`src/crcfr_pkg.sv`:
```
`timescale 1ns / 1ps
`default_nettype none

package crcfr_pkg;

    localparam int unsigned BYTE_W      = 8;
    localparam int unsigned CFG_INDEX_W = 8;
    localparam int unsigned PAYLOAD_W   = 32;
    localparam int unsigned CRC_W       = 16;
    localparam int unsigned POS_W       = 4;

    localparam logic [CRC_W-1:0] CRC_INIT = 16'hFFFF;
    localparam logic [CRC_W-1:0] CRC_POLY = 16'h1021;
    localparam logic [CRC_W-1:0] CRC_TOP  = 16'h8000;

    // Register indexes on the configuration port.
    localparam logic [CFG_INDEX_W-1:0] REG_HEAD_ONE = 8'd0;
    localparam logic [CFG_INDEX_W-1:0] REG_HEAD_TWO = 8'd1;
    localparam logic [CFG_INDEX_W-1:0] REG_TAIL_ONE = 8'd2;
    localparam logic [CFG_INDEX_W-1:0] REG_TAIL_TWO = 8'd3;

    localparam logic [BYTE_W-1:0] HEAD_ONE_RESET = 8'hAA;
    localparam logic [BYTE_W-1:0] HEAD_TWO_RESET = 8'h55;
    localparam logic [BYTE_W-1:0] TAIL_ONE_RESET = 8'h0D;
    localparam logic [BYTE_W-1:0] TAIL_TWO_RESET = 8'h0A;

    // Byte positions within a frame.
    localparam logic [POS_W-1:0] POS_HEAD_ONE = 4'd0;
    localparam logic [POS_W-1:0] POS_HEAD_TWO = 4'd1;
    localparam logic [POS_W-1:0] POS_COMMAND  = 4'd2;
    localparam logic [POS_W-1:0] POS_PAY0     = 4'd3;
    localparam logic [POS_W-1:0] POS_PAY1     = 4'd4;
    localparam logic [POS_W-1:0] POS_PAY2     = 4'd5;
    localparam logic [POS_W-1:0] POS_PAY3     = 4'd6;
    localparam logic [POS_W-1:0] POS_CRC_HIGH = 4'd7;
    localparam logic [POS_W-1:0] POS_CRC_LOW  = 4'd8;
    localparam logic [POS_W-1:0] POS_TAIL_ONE = 4'd9;
    localparam logic [POS_W-1:0] POS_TAIL_TWO = 4'd10;

    typedef enum logic [1:0] {
        STATUS_OK,
        STATUS_BAD_HEADER,
        STATUS_BAD_TAIL,
        STATUS_BAD_CRC
    } status_t;

    typedef struct packed {
        logic [BYTE_W-1:0] head_one;
        logic [BYTE_W-1:0] head_two;
        logic [BYTE_W-1:0] tail_one;
        logic [BYTE_W-1:0] tail_two;
    } cfg_t;

    typedef struct packed {
        status_t              status;
        logic [BYTE_W-1:0]    command;
        logic [PAYLOAD_W-1:0] payload;
    } result_t;

    // One byte through CRC-16 with polynomial 0x1021, most significant bit first.
    function automatic logic [CRC_W-1:0] crc_feed(input logic [CRC_W-1:0] crc,
                                                  input logic [BYTE_W-1:0] data);
        logic [CRC_W-1:0] c;
        c = crc ^ {data, 8'h00};
        for (int k = 0; k < 8; k++)
        begin
            if ((c & CRC_TOP) != '0)
            begin
                c = (c << 1) ^ CRC_POLY;
            end
            else
            begin
                c = c << 1;
            end
        end
        return c;
    endfunction

endpackage

`default_nettype wire

```
`src/crc16_frame_receiver_core.sv`:
```
`timescale 1ns / 1ps
`default_nettype none

// Byte-serial receiver for fixed eleven-byte frames: two header bytes, a command
// byte, four payload bytes (the first is least significant in the payload word), a
// big-endian CRC-16 with polynomial 0x1021 and initial value 0xFFFF, unreflected,
// over the command and payload, and two tail bytes. Framing is by byte count
// alone from reset; there is no search for the header. After the eleventh byte
// one result transaction carries the status (0 ok, 1 bad header, 2 bad tail,
// 3 CRC mismatch, checked in that order) with the command and payload, which
// read as zero whenever the status is not ok. The expected header and tail
// bytes are configuration registers 0 to 3 (reset 0xAA, 0x55, 0x0D, 0x0A);
// writes to other indexes are ignored, and configuration should only be
// written while no frame is in progress. One byte is taken every clock cycle,
// unless the last byte of a frame is held because the result register is full:
// a byte is held in the input register, and the byte-wide CRC update and the
// field checks then run combinationally into the frame state. The output
// register is loaded at the same edge at which the last byte of a frame is
// processed, so the result is offered once that byte has left the input
// register. The receiver keeps taking bytes while that result waits to be
// taken; it stalls only when a further frame completes before the previous result has gone.
module crc16_frame_receiver_core
    import crcfr_pkg::*;
(
    input  wire logic                   clk,
    input  wire logic                   rst_n,

    input  wire logic                   cfg_valid,
    output logic                        cfg_ready,
    input  wire logic [CFG_INDEX_W-1:0] cfg_index,
    input  wire logic [BYTE_W-1:0]      cfg_data,

    input  wire logic                   rx_valid,
    output logic                        rx_ready,
    input  wire logic [BYTE_W-1:0]      rx_byte,

    output logic                        frame_valid,
    input  wire logic                   frame_ready,
    output logic [1:0]                  frame_status,
    output logic [BYTE_W-1:0]           command,
    output logic [PAYLOAD_W-1:0]        payload
);

    cfg_t    cfg;
    logic    res_valid;
    logic    res_ready;
    result_t res;
    result_t frame;

    // Header and tail match values.
    crcfr_cfg_regs u_cfg_regs (
        .clk       (clk),
        .rst_n     (rst_n),
        .cfg_valid (cfg_valid),
        .cfg_ready (cfg_ready),
        .cfg_index (cfg_index),
        .cfg_data  (cfg_data),
        .cfg       (cfg)
    );

    // Input register, frame position, running CRC and error flags.
    crcfr_frame_core u_frame_core (
        .clk       (clk),
        .rst_n     (rst_n),
        .rx_valid  (rx_valid),
        .rx_ready  (rx_ready),
        .rx_byte   (rx_byte),
        .cfg       (cfg),
        .res_valid (res_valid),
        .res_ready (res_ready),
        .res       (res)
    );

    // Output register that holds a finished frame until it is taken.
    crcfr_result_reg u_result_reg (
        .clk         (clk),
        .rst_n       (rst_n),
        .res_valid   (res_valid),
        .res_ready   (res_ready),
        .res         (res),
        .frame_valid (frame_valid),
        .frame_ready (frame_ready),
        .frame       (frame)
    );

    assign frame_status = frame.status;
    assign command      = frame.command;
    assign payload      = frame.payload;

endmodule

`default_nettype wire

```
`src/crcfr_cfg_regs.sv`:
```
`timescale 1ns / 1ps
`default_nettype none

module crcfr_cfg_regs
    import crcfr_pkg::*;
(
    input  wire logic                   clk,
    input  wire logic                   rst_n,
    input  wire logic                   cfg_valid,
    output logic                        cfg_ready,
    input  wire logic [CFG_INDEX_W-1:0] cfg_index,
    input  wire logic [BYTE_W-1:0]      cfg_data,
    output cfg_t                        cfg
);

    cfg_t cfg_reg;
    cfg_t cfg_next;

    assign cfg_ready = 1'b1;
    assign cfg       = cfg_reg;

    always_comb
    begin
        cfg_next = cfg_reg;
        if (cfg_valid)
        begin
            case (cfg_index)
                REG_HEAD_ONE: cfg_next.head_one = cfg_data;
                REG_HEAD_TWO: cfg_next.head_two = cfg_data;
                REG_TAIL_ONE: cfg_next.tail_one = cfg_data;
                REG_TAIL_TWO: cfg_next.tail_two = cfg_data;
                default:      cfg_next = cfg_reg;
            endcase
        end
    end

    always_ff @(posedge clk or negedge rst_n)
    begin
        if (!rst_n)
        begin
            cfg_reg.head_one <= HEAD_ONE_RESET;
            cfg_reg.head_two <= HEAD_TWO_RESET;
            cfg_reg.tail_one <= TAIL_ONE_RESET;
            cfg_reg.tail_two <= TAIL_TWO_RESET;
        end
        else
        begin
            cfg_reg <= cfg_next;
        end
    end

endmodule

`default_nettype wire

```
`src/crcfr_frame_core.sv`:
```
`timescale 1ns / 1ps
`default_nettype none

module crcfr_frame_core
    import crcfr_pkg::*;
(
    input  wire logic              clk,
    input  wire logic              rst_n,
    input  wire logic              rx_valid,
    output logic                   rx_ready,
    input  wire logic [BYTE_W-1:0] rx_byte,
    input  wire cfg_t              cfg,
    output logic                   res_valid,
    input  wire logic              res_ready,
    output result_t                res
);

    logic                 in_valid_reg;
    logic [BYTE_W-1:0]    in_byte_reg;

    logic [POS_W-1:0]     pos_reg,          pos_next;
    logic [CRC_W-1:0]     crc_reg,          crc_next;
    logic [BYTE_W-1:0]    command_reg,      command_next;
    logic [PAYLOAD_W-1:0] payload_reg,      payload_next;
    logic [BYTE_W-1:0]    crc_high_reg,     crc_high_next;
    logic                 header_bad_reg,   header_bad_next;
    logic                 crc_bad_reg,      crc_bad_next;
    logic                 tail_bad_reg,     tail_bad_next;

    logic [POS_W-1:0]     pos_eff;
    logic [1:0]           lane;
    logic                 last_byte;
    logic                 step_fire;
    logic                 tail_bad_final;

    // A position beyond the last one is taken as the start of a frame.
    assign pos_eff   = (pos_reg > POS_TAIL_TWO) ? POS_HEAD_ONE : pos_reg;
    assign last_byte = (pos_eff == POS_TAIL_TWO);
    assign lane      = 2'(pos_eff - POS_PAY0);

    // The byte held in the input register is consumed unless it closes a frame
    // and the result register cannot take the result.
    assign step_fire = in_valid_reg && (!last_byte || res_ready);
    assign rx_ready  = !in_valid_reg || step_fire;
    assign res_valid = in_valid_reg && last_byte;

    assign tail_bad_final = tail_bad_reg || (in_byte_reg != cfg.tail_two);

    always_comb
    begin
        if (header_bad_reg)
        begin
            res.status = STATUS_BAD_HEADER;
        end
        else if (tail_bad_final)
        begin
            res.status = STATUS_BAD_TAIL;
        end
        else if (crc_bad_reg)
        begin
            res.status = STATUS_BAD_CRC;
        end
        else
        begin
            res.status = STATUS_OK;
        end
        res.command = (res.status == STATUS_OK) ? command_reg : '0;
        res.payload = (res.status == STATUS_OK) ? payload_reg : '0;
    end

    always_comb
    begin
        pos_next        = pos_reg;
        crc_next        = crc_reg;
        command_next    = command_reg;
        payload_next    = payload_reg;
        crc_high_next   = crc_high_reg;
        header_bad_next = header_bad_reg;
        crc_bad_next    = crc_bad_reg;
        tail_bad_next   = tail_bad_reg;
        if (step_fire)
        begin
            pos_next = last_byte ? POS_HEAD_ONE : pos_eff + 4'd1;
            case (pos_eff)
                POS_HEAD_ONE:
                begin
                    crc_next        = CRC_INIT;
                    crc_bad_next    = 1'b0;
                    tail_bad_next   = 1'b0;
                    header_bad_next = (in_byte_reg != cfg.head_one);
                end
                POS_HEAD_TWO:
                begin
                    header_bad_next = header_bad_reg || (in_byte_reg != cfg.head_two);
                end
                POS_COMMAND:
                begin
                    command_next = in_byte_reg;
                    crc_next     = crc_feed(crc_reg, in_byte_reg);
                end
                POS_PAY0, POS_PAY1, POS_PAY2, POS_PAY3:
                begin
                    payload_next[BYTE_W*lane +: BYTE_W] = in_byte_reg;
                    crc_next = crc_feed(crc_reg, in_byte_reg);
                end
                POS_CRC_HIGH:
                begin
                    crc_high_next = in_byte_reg;
                end
                POS_CRC_LOW:
                begin
                    crc_bad_next = ({crc_high_reg, in_byte_reg} != crc_reg);
                end
                POS_TAIL_ONE:
                begin
                    tail_bad_next = (in_byte_reg != cfg.tail_one);
                end
                default:
                begin
                    tail_bad_next = tail_bad_final;
                end
            endcase
        end
    end

    always_ff @(posedge clk or negedge rst_n)
    begin
        if (!rst_n)
        begin
            in_valid_reg   <= 1'b0;
            pos_reg        <= POS_HEAD_ONE;
            crc_reg        <= CRC_INIT;
            command_reg    <= '0;
            payload_reg    <= '0;
            crc_high_reg   <= '0;
            header_bad_reg <= 1'b0;
            crc_bad_reg    <= 1'b0;
            tail_bad_reg   <= 1'b0;
        end
        else
        begin
            if (rx_ready)
            begin
                in_valid_reg <= rx_valid;
            end
            pos_reg        <= pos_next;
            crc_reg        <= crc_next;
            command_reg    <= command_next;
            payload_reg    <= payload_next;
            crc_high_reg   <= crc_high_next;
            header_bad_reg <= header_bad_next;
            crc_bad_reg    <= crc_bad_next;
            tail_bad_reg   <= tail_bad_next;
        end
    end

    always_ff @(posedge clk)
    begin
        if (rx_ready && rx_valid)
        begin
            in_byte_reg <= rx_byte;
        end
    end

endmodule

`default_nettype wire

```
`src/crcfr_result_reg.sv`:
```
`timescale 1ns / 1ps
`default_nettype none

module crcfr_result_reg
    import crcfr_pkg::*;
(
    input  wire logic    clk,
    input  wire logic    rst_n,
    input  wire logic    res_valid,
    output logic         res_ready,
    input  wire result_t res,
    output logic         frame_valid,
    input  wire logic    frame_ready,
    output result_t      frame
);

    logic    out_valid_reg;
    result_t out_data_reg;

    // The register is free when empty or when its contents leave this cycle.
    assign res_ready   = !out_valid_reg || frame_ready;
    assign frame_valid = out_valid_reg;
    assign frame       = out_data_reg;

    always_ff @(posedge clk or negedge rst_n)
    begin
        if (!rst_n)
        begin
            out_valid_reg <= 1'b0;
        end
        else if (res_ready)
        begin
            out_valid_reg <= res_valid;
        end
    end

    always_ff @(posedge clk)
    begin
        if (res_ready && res_valid)
        begin
            out_data_reg <= res;
        end
    end

endmodule

`default_nettype wire
```
`config.mk`:
```
export PLATFORM = sky130hd
export DESIGN_NAME = crc16_frame_receiver_core
export DESIGN_NICKNAME = d
export VERILOG_FILES = /design/src/crcfr_pkg.sv /design/src/crc16_frame_receiver_core.sv /design/src/crcfr_cfg_regs.sv /design/src/crcfr_frame_core.sv /design/src/crcfr_result_reg.sv
export SDC_FILE = /design/constraint.sdc
export NUM_CORES = 1
export LEC_CHECK = 0
export BUFFER_PORTS_ARGS = -buffer_cell sky130_fd_sc_hd__buf_4
export CAP_MARGIN = 20
export CORE_AREA = 2 2 105 132
export CTS_CLUSTER_SIZE = 14
export DETAILED_ROUTE_END_ITERATION = 10
export DIE_AREA = 0 0 107 134
export PLACE_DENSITY = 0.81
export SLEW_MARGIN = 20
export SYNTH_ARGS = -nofsm -noshare
export SYNTH_HDL_FRONTEND = slang
export SYNTH_SLANG_ARGS = --single-unit
export TNS_END_PERCENT = 20
```
`constraint.sdc`:
```
create_clock -name clk -period 5.2 [get_ports clk]
set_input_delay 0.52 -clock clk [delete_from_list [all_inputs] [get_ports clk]]
set_output_delay 0.52 -clock clk [all_outputs]
set_load 0.005 [all_outputs]
```
== Word-level counts from Yosys, hierarchy flattened ==
Cells that the tools add are included.

* Divide/modulo/power cells: 0
* Multiply operators: 0
* Add/subtract/negate cells: 3
* Multiplexer cells: 53
* Bitwise operators: 17
* Reduce and logical (&&, ||, !) cells: 31
* Eq/ne operators: 18
* Magnitude comparators: 1
* Shift-type cells: 2

{| class="wikitable"
|+ Operator list
! operator !! number
|-
| two-way mux 16 bit || 28
|-
| two-way mux 13 bit || 15
|-
| one-hot mux 16 bit (3 select lines) || 1
|-
| NOT 3 bit || 15
|-
| negation 5 -> 34 bit || 1
|-
| variable shift 8 x 34 -> 32 bit, first input constant || 1
|-
| indexed part select 8 x 34 -> 32 bit || 1
|-
| bitwise mux 32 bit || 1
|-
| inequality test 8 bit || 4
|-
| AND reduction 2 bit || 11
|-
| == test 4 x 3 -> 1 bit, second input constant || 4
|-
| == test 8 x 2 -> 1 bit, second input constant || 2
|-
| inequality test 16 bit || 1
|-
| XOR 16 bit || 1
|-
| == test 4 bit, second input constant || 3
|-
| == test 4 x 2 -> 1 bit, second input constant || 2
|-
| == test 8 x 1 -> 1 bit, second input constant || 1
|-
| logical NOT 8 bit || 1
|-
| two-way mux 4 bit || 2
|-
| OR reduction 8 bit || 1
|-
| two-way mux 2 bit || 3
|-
| logical OR 1 bit || 5
|-
| adder 4 x 1 -> 4 bit, second input constant || 1
|-
| == test 4 x 1 -> 1 bit, second input constant || 1
|-
| 12 further kinds || 19
|}

* Bits in latches: 0
* RAM bits: 0
* Memories: 0
* Output and inout bits: 45
* Logic and storage cells: 143
* Bits in read-only memories: 0
* Bits in registers: 155

== Logic depth before layout (Yosys ltp) ==
* Depth in word-level cells: 34
* Mapped depth: 12

== By module ==
A second synthesis with hierarchy kept.

* Cell total of the unflattened synthesis: 558
* Area total of the unflattened synthesis: 7078.0 µm²

{| class="wikitable"
|+ By module, submodules not included
! module !! instances !! area an instance (µm²) !! cells each
|-
| crcfr_frame_core || 1 || 4480.5 || 438
|-
| crcfr_result_reg || 1 || 1315.0 || 46
|-
| crcfr_cfg_regs || 1 || 1282.5 || 74
|}

== Worst setup path before layout ==
No wires, ideal clock.

* Path type: register -> register
* Start point: reg u_frame_core.pos_reg[2]
* End point: reg u_result_reg.out_data_reg, in the netlist u_result_reg.frame[0] (enable)
* Clock period less this slack: 3681 ps
* Cell stages (with the launch flop): 9
* Path buffers: 2
* Path slack: 1519 ps
* Setup time: 441 ps
* Data required time: 4759 ps
* Arrival time: 3239 ps
* Path through: dfrtp_1 > buf_2 > o21ai_0 > and2_0 > inv_1 > ha_1 > clkbuf_1 > nand3_1 > nor2_1

* Longest elaborated chain between the ends: 5

{| class="wikitable"
|+ RTL lines
! what !! line !! text
|-
| from (decl) || crcfr_frame_core.sv:21 || <nowiki>logic [POS_W-1:0] pos_reg, pos_next;</nowiki>
|-
| from (signal assigned) || crcfr_frame_core.sv:146 || <nowiki>pos_reg <= pos_next;</nowiki>
|-
| greater-than comparator 4 bit || crcfr_frame_core.sv:37 || <nowiki>assign pos_eff = (pos_reg > POS_TAIL_TWO) ? POS_HEAD_ONE : pos_reg;</nowiki>
|-
| two-way mux 4 bit (*) || crcfr_frame_core.sv:37 ||
|-
| == test 4 bit (*) || crcfr_frame_core.sv:38 || <nowiki>assign last_byte = (pos_eff == POS_TAIL_TWO);</nowiki>
|-
| logical AND 1 bit (*) || crcfr_frame_core.sv:45 || <nowiki>assign res_valid = in_valid_reg && last_byte;</nowiki>
|-
| logical AND 1 bit (*) || crcfr_result_reg.sv:39 || <nowiki>if (res_ready && res_valid)</nowiki>
|-
| to (signal assigned) || crcfr_result_reg.sv:41 || <nowiki>out_data_reg <= res;</nowiki>
|-
| to (decl) || crcfr_result_reg.sv:18 || <nowiki>result_t out_data_reg;</nowiki>
|}

Mark *: on every way between the ends. The rest lies on a longest branch, timed or not.
A chain may end at the register's enable or synchronous reset.

== Final worst setup path ==
* Start point: reg u_frame_core.pos_reg[3]
* End point: out rx_ready

* Longest elaborated chain between the ends: 7

{| class="wikitable"
|+ RTL lines
! what !! line !! text
|-
| greater-than comparator 4 bit || crcfr_frame_core.sv:37 ||
|-
| two-way mux 4 bit (*) || crcfr_frame_core.sv:37 ||
|-
| == test 4 bit (*) || crcfr_frame_core.sv:38 ||
|-
| logical NOT 1 bit (*) || crcfr_frame_core.sv:43 || <nowiki>assign step_fire = in_valid_reg && (!last_byte || res_ready);</nowiki>
|-
| logical OR 1 bit (*) || crcfr_frame_core.sv:43 ||
|-
| logical AND 1 bit (*) || crcfr_frame_core.sv:43 ||
|-
| logical OR 1 bit (*) || crcfr_frame_core.sv:44 || <nowiki>assign rx_ready = !in_valid_reg || step_fire;</nowiki>
|-
| to (decl) || crc16_frame_receiver_core.sv:34 || <nowiki>output logic rx_ready,</nowiki>
|}

Marked as above.

==> flow_summary.ini <==
[logic_synthesis]
synth.distinct_cells = 53
syn_inst = 573
synth-edff-count = 50
netlist_area_um2 = 7060
synth_area_leaders = dfrtp_1 (27%), edfxtp_1 (21%), dfstp_2 (11%), mux2_2 (6.5%), xnor2_1 (6.1%)
synth-warning-count = 0
yosys.area.top_type = dfrtp_1
synthFlopType = dfrtp_1
synth_top_area_share_pct = 27.0
synth.most_common_cell = dfrtp_1
synth_nets = 607
syn_area_per_cell_um2 = 12.3
ys_ff_latch = 155
async_reset_ff_share_pct = 67.7
ys_top_cells_by_count = dfrtp_1 (76), nand2_1 (61), edfxtp_1 (50), xnor2_1 (49), and2_1 (43)
yosysSeqAreaShare_pct = 59.0

[clock_network]
clk_pin_slew_ns = 0.06
cts_hold_buffers = 0
clk_latency_ns = 0.42
cts.htree.levels = 4
cts_tree = yes
postCtsResizedCells = 0
post-cts-setup-buffer-count = 0
cts_buffers = 17
cts_buffer_depth = 2
clock-root-buffer = clkbuf_16
clock_sinks = 155

[critical_path]
worstPathMaxFanout = 14
critPathLaunchType = flip-flop
worstReg2RegStart = u_frame_core.pos_reg[3]
rr_endpoint = u_frame_core.payload_reg[11]
end_kind = primary output
r2r.worst_path.cells = 9
critical_path_class = flip-flop to primary output
rrSetupSlack_ns = 2.21
cp.required_ns = 4.68
critPathArrivalTime_ns = 2.57

[timing]
finalCritPeriodShare_pct = 59.4
final-max-slew-violation-count = 0
fin_skew_ns = 0.00811
fin_setup_tns_ns = 0
setup_viol = 0
rsz0062_at_grt = false
worst_pin_slew_ns = 0.865
finalCriticalPeriod_ns = 3.09
max_freq_mhz = 324
hold_viol = 0
relSlewSlack_pct = 42.3

[global_route]
antenna_found_initial = 0
grt_pass1_vias = 4556
overflow = 0
grt_max_degree = 55
grtUsageTotal_pct = 20.8
grt_pass1_wl_um = 22900

[detailed_routing]
detail-route-antenna-nets = 0
drc = 0
wl_per_cell_um = 17.0
finalWirelength_um = 14000
drtIter0Drc = 333
dr.pass1.iters = 4
viasPerCell = 5.46
via_count = 4496

[power]
vdd_drop_max_mv = 0.276
leakage_nw = 3.62
power.density_nw_per_um2 = 511

[floorplanning]
rows = 47
io_pins = 74
die_area_um2 = 14300
start_util_pct = 53.8
fp.dieH_um = 134
die_x_um = 107
core_um2 = 13100

[job]
maxCapViolCount = 0

[cells_and_area]
area_growth_pct = 18.4
n_antenna_cell = 0
num-fill-cells = 962
utilization_pct = 63.7
stdcell_count = 823
drive_gt1_share_pct = 28.4
largest_register_ffs = 42
fin_nets = 673

[run_status]
status = completed

[worst_hold_path]
hold_class = primary input to async pin

[placed_design]
place_congestion = 0.841
dp_cells = 787
dp_hpwl_um = 9580
portBuffers = 72
-- power by group --
| part | total, mW | internal, mW | switching, mW |
|---|---|---|---|
| Sequential | 1.79 | 1.57 | 0.220 |
| Clock | 1.26 | 0.773 | 0.487 |
| Combinational | 1.22 | 0.521 | 0.697 |
-- critical path, cell delays in order (launching register included) --
cell	delay [ns]
dfrtp_1	0.59
o21ai_0	0.17
and2_0	0.26
inv_1	0.20
ha_1	0.43
nand4_1	0.27
buf_4	0.23
-- per-stage QoR --
stage / worst slack, ns / hold WS [ns] / instance area [um^2] / total power, mW
final: 2.11 / 0.132 / 8360 / 4.27
after global routing: 1.91 / 0.167 / 8360 / 4.49
after CTS: 2.02 / 0.147 / 8300 / 4.27
after detailed placement: 2.15 / 0.461 / 7690 / 2.99
after global placement: 2.31 / 0.454 / 7690 / 2.91
after floorplan: 1.52 / 0.224 / 7060 / 2.72
-- layer usage --
metal | track usage [%] | routed length (um) | vias to the layer above | part of all wire (%)
li1 | - | - | 2123 | -
met1 | 24.8 | 5500 | 2200 | 39
met2 | 36.3 | 7380 | 145 | 53
met3 | 4.42 | 748 | 28 | 5.4
met4 | 8.73 | 337 | 0 | 2.4
met5 | 0 | 0 | - | 0
-- cell type report --
type                            instances  area (um^2)  area share, %
Clock buffer                           20          447           5.35
Clock inverter                         12          163           1.95
Inverter                               16         60.1          0.719
Multi-Input combinational cell        371         2700           32.4
Sequential cell                       155         4170           49.9
Tap cell                              171          214           2.56
Timing Repair Buffer                   78          603           7.22
-- cell families (layout without fill, tap and decap cells) --
| logic type | Yosys count | after routing | synth area share [%] |
|---|---|---|---|
| AOI/OAI and AO/OA | 77 | 77 | 7.79 |
| xor gates and xnor gates | 72 | 72 | 8.94 |
| adders and majority gates | 5 | 5 | 0.887 |
| buffers and inverters | 47 | 126 | 2.91 |
| DFF | 155 | 155 | 59.0 |
| muxes | 57 | 57 | 8.81 |
| other | 1 | 1 | 0.0531 |
| and+or+nand+nor | 159 | 159 | 11.6 |
-- placed cells by master, fill, tap and decap left out, types with 3 or more instances in the layout --
| cell type | Yosys | layout |
|---|---|---|
| and2_1 | 43 | 43 |
| buf_4 | 1 | 74 |
| bufinv_16 | 0 | 3 |
| clkbuf_16 | 0 | 17 |
| clkinv_4 | 0 | 3 |
| dfrtp_1 | 76 | 76 |
| dfstp_2 | 29 | 29 |
| edfxtp_1 | 50 | 50 |
| ha_1 | 5 | 5 |
| inv_1 | 15 | 15 |
| inv_6 | 0 | 3 |
| mux2_2 | 41 | 41 |
| mux2i_1 | 16 | 16 |
| nand2_1 | 61 | 61 |
| nand2b_1 | 4 | 4 |
| nand3_1 | 5 | 5 |
| nand4_1 | 9 | 9 |
| nor2_1 | 20 | 19 |
| nor4_1 | 5 | 5 |
| o211ai_1 | 5 | 5 |
| o21ai_0 | 16 | 16 |
| o31ai_1 | 33 | 33 |
| xnor2_1 | 49 | 49 |
| xor2_1 | 23 | 23 |
-- worst max-delay path by stage --
| stage | to | startpoint | depth (start not counted) | slack (ns) |
|---|---|---|---|---|
| after global placement | u_result_reg.frame[40] | u_frame_core.pos_reg[3] | 6 | 2.31 |
| after floorplan | u_result_reg.frame[0] | u_frame_core.pos_reg[2] | 8 | 1.52 |
| final | rx_ready | u_frame_core.pos_reg[3] | 6 | 2.11 |
| after CTS | u_frame_core.payload_reg[21] | u_frame_core.pos_reg[3] | 8 | 2.02 |
| after detailed placement | u_result_reg.frame[40] | u_frame_core.pos_reg[3] | 6 | 2.15 |
| after global routing | rx_ready | u_frame_core.pos_reg[3] | 6 | 1.91 |
Power figures use the tool's default switching activity.
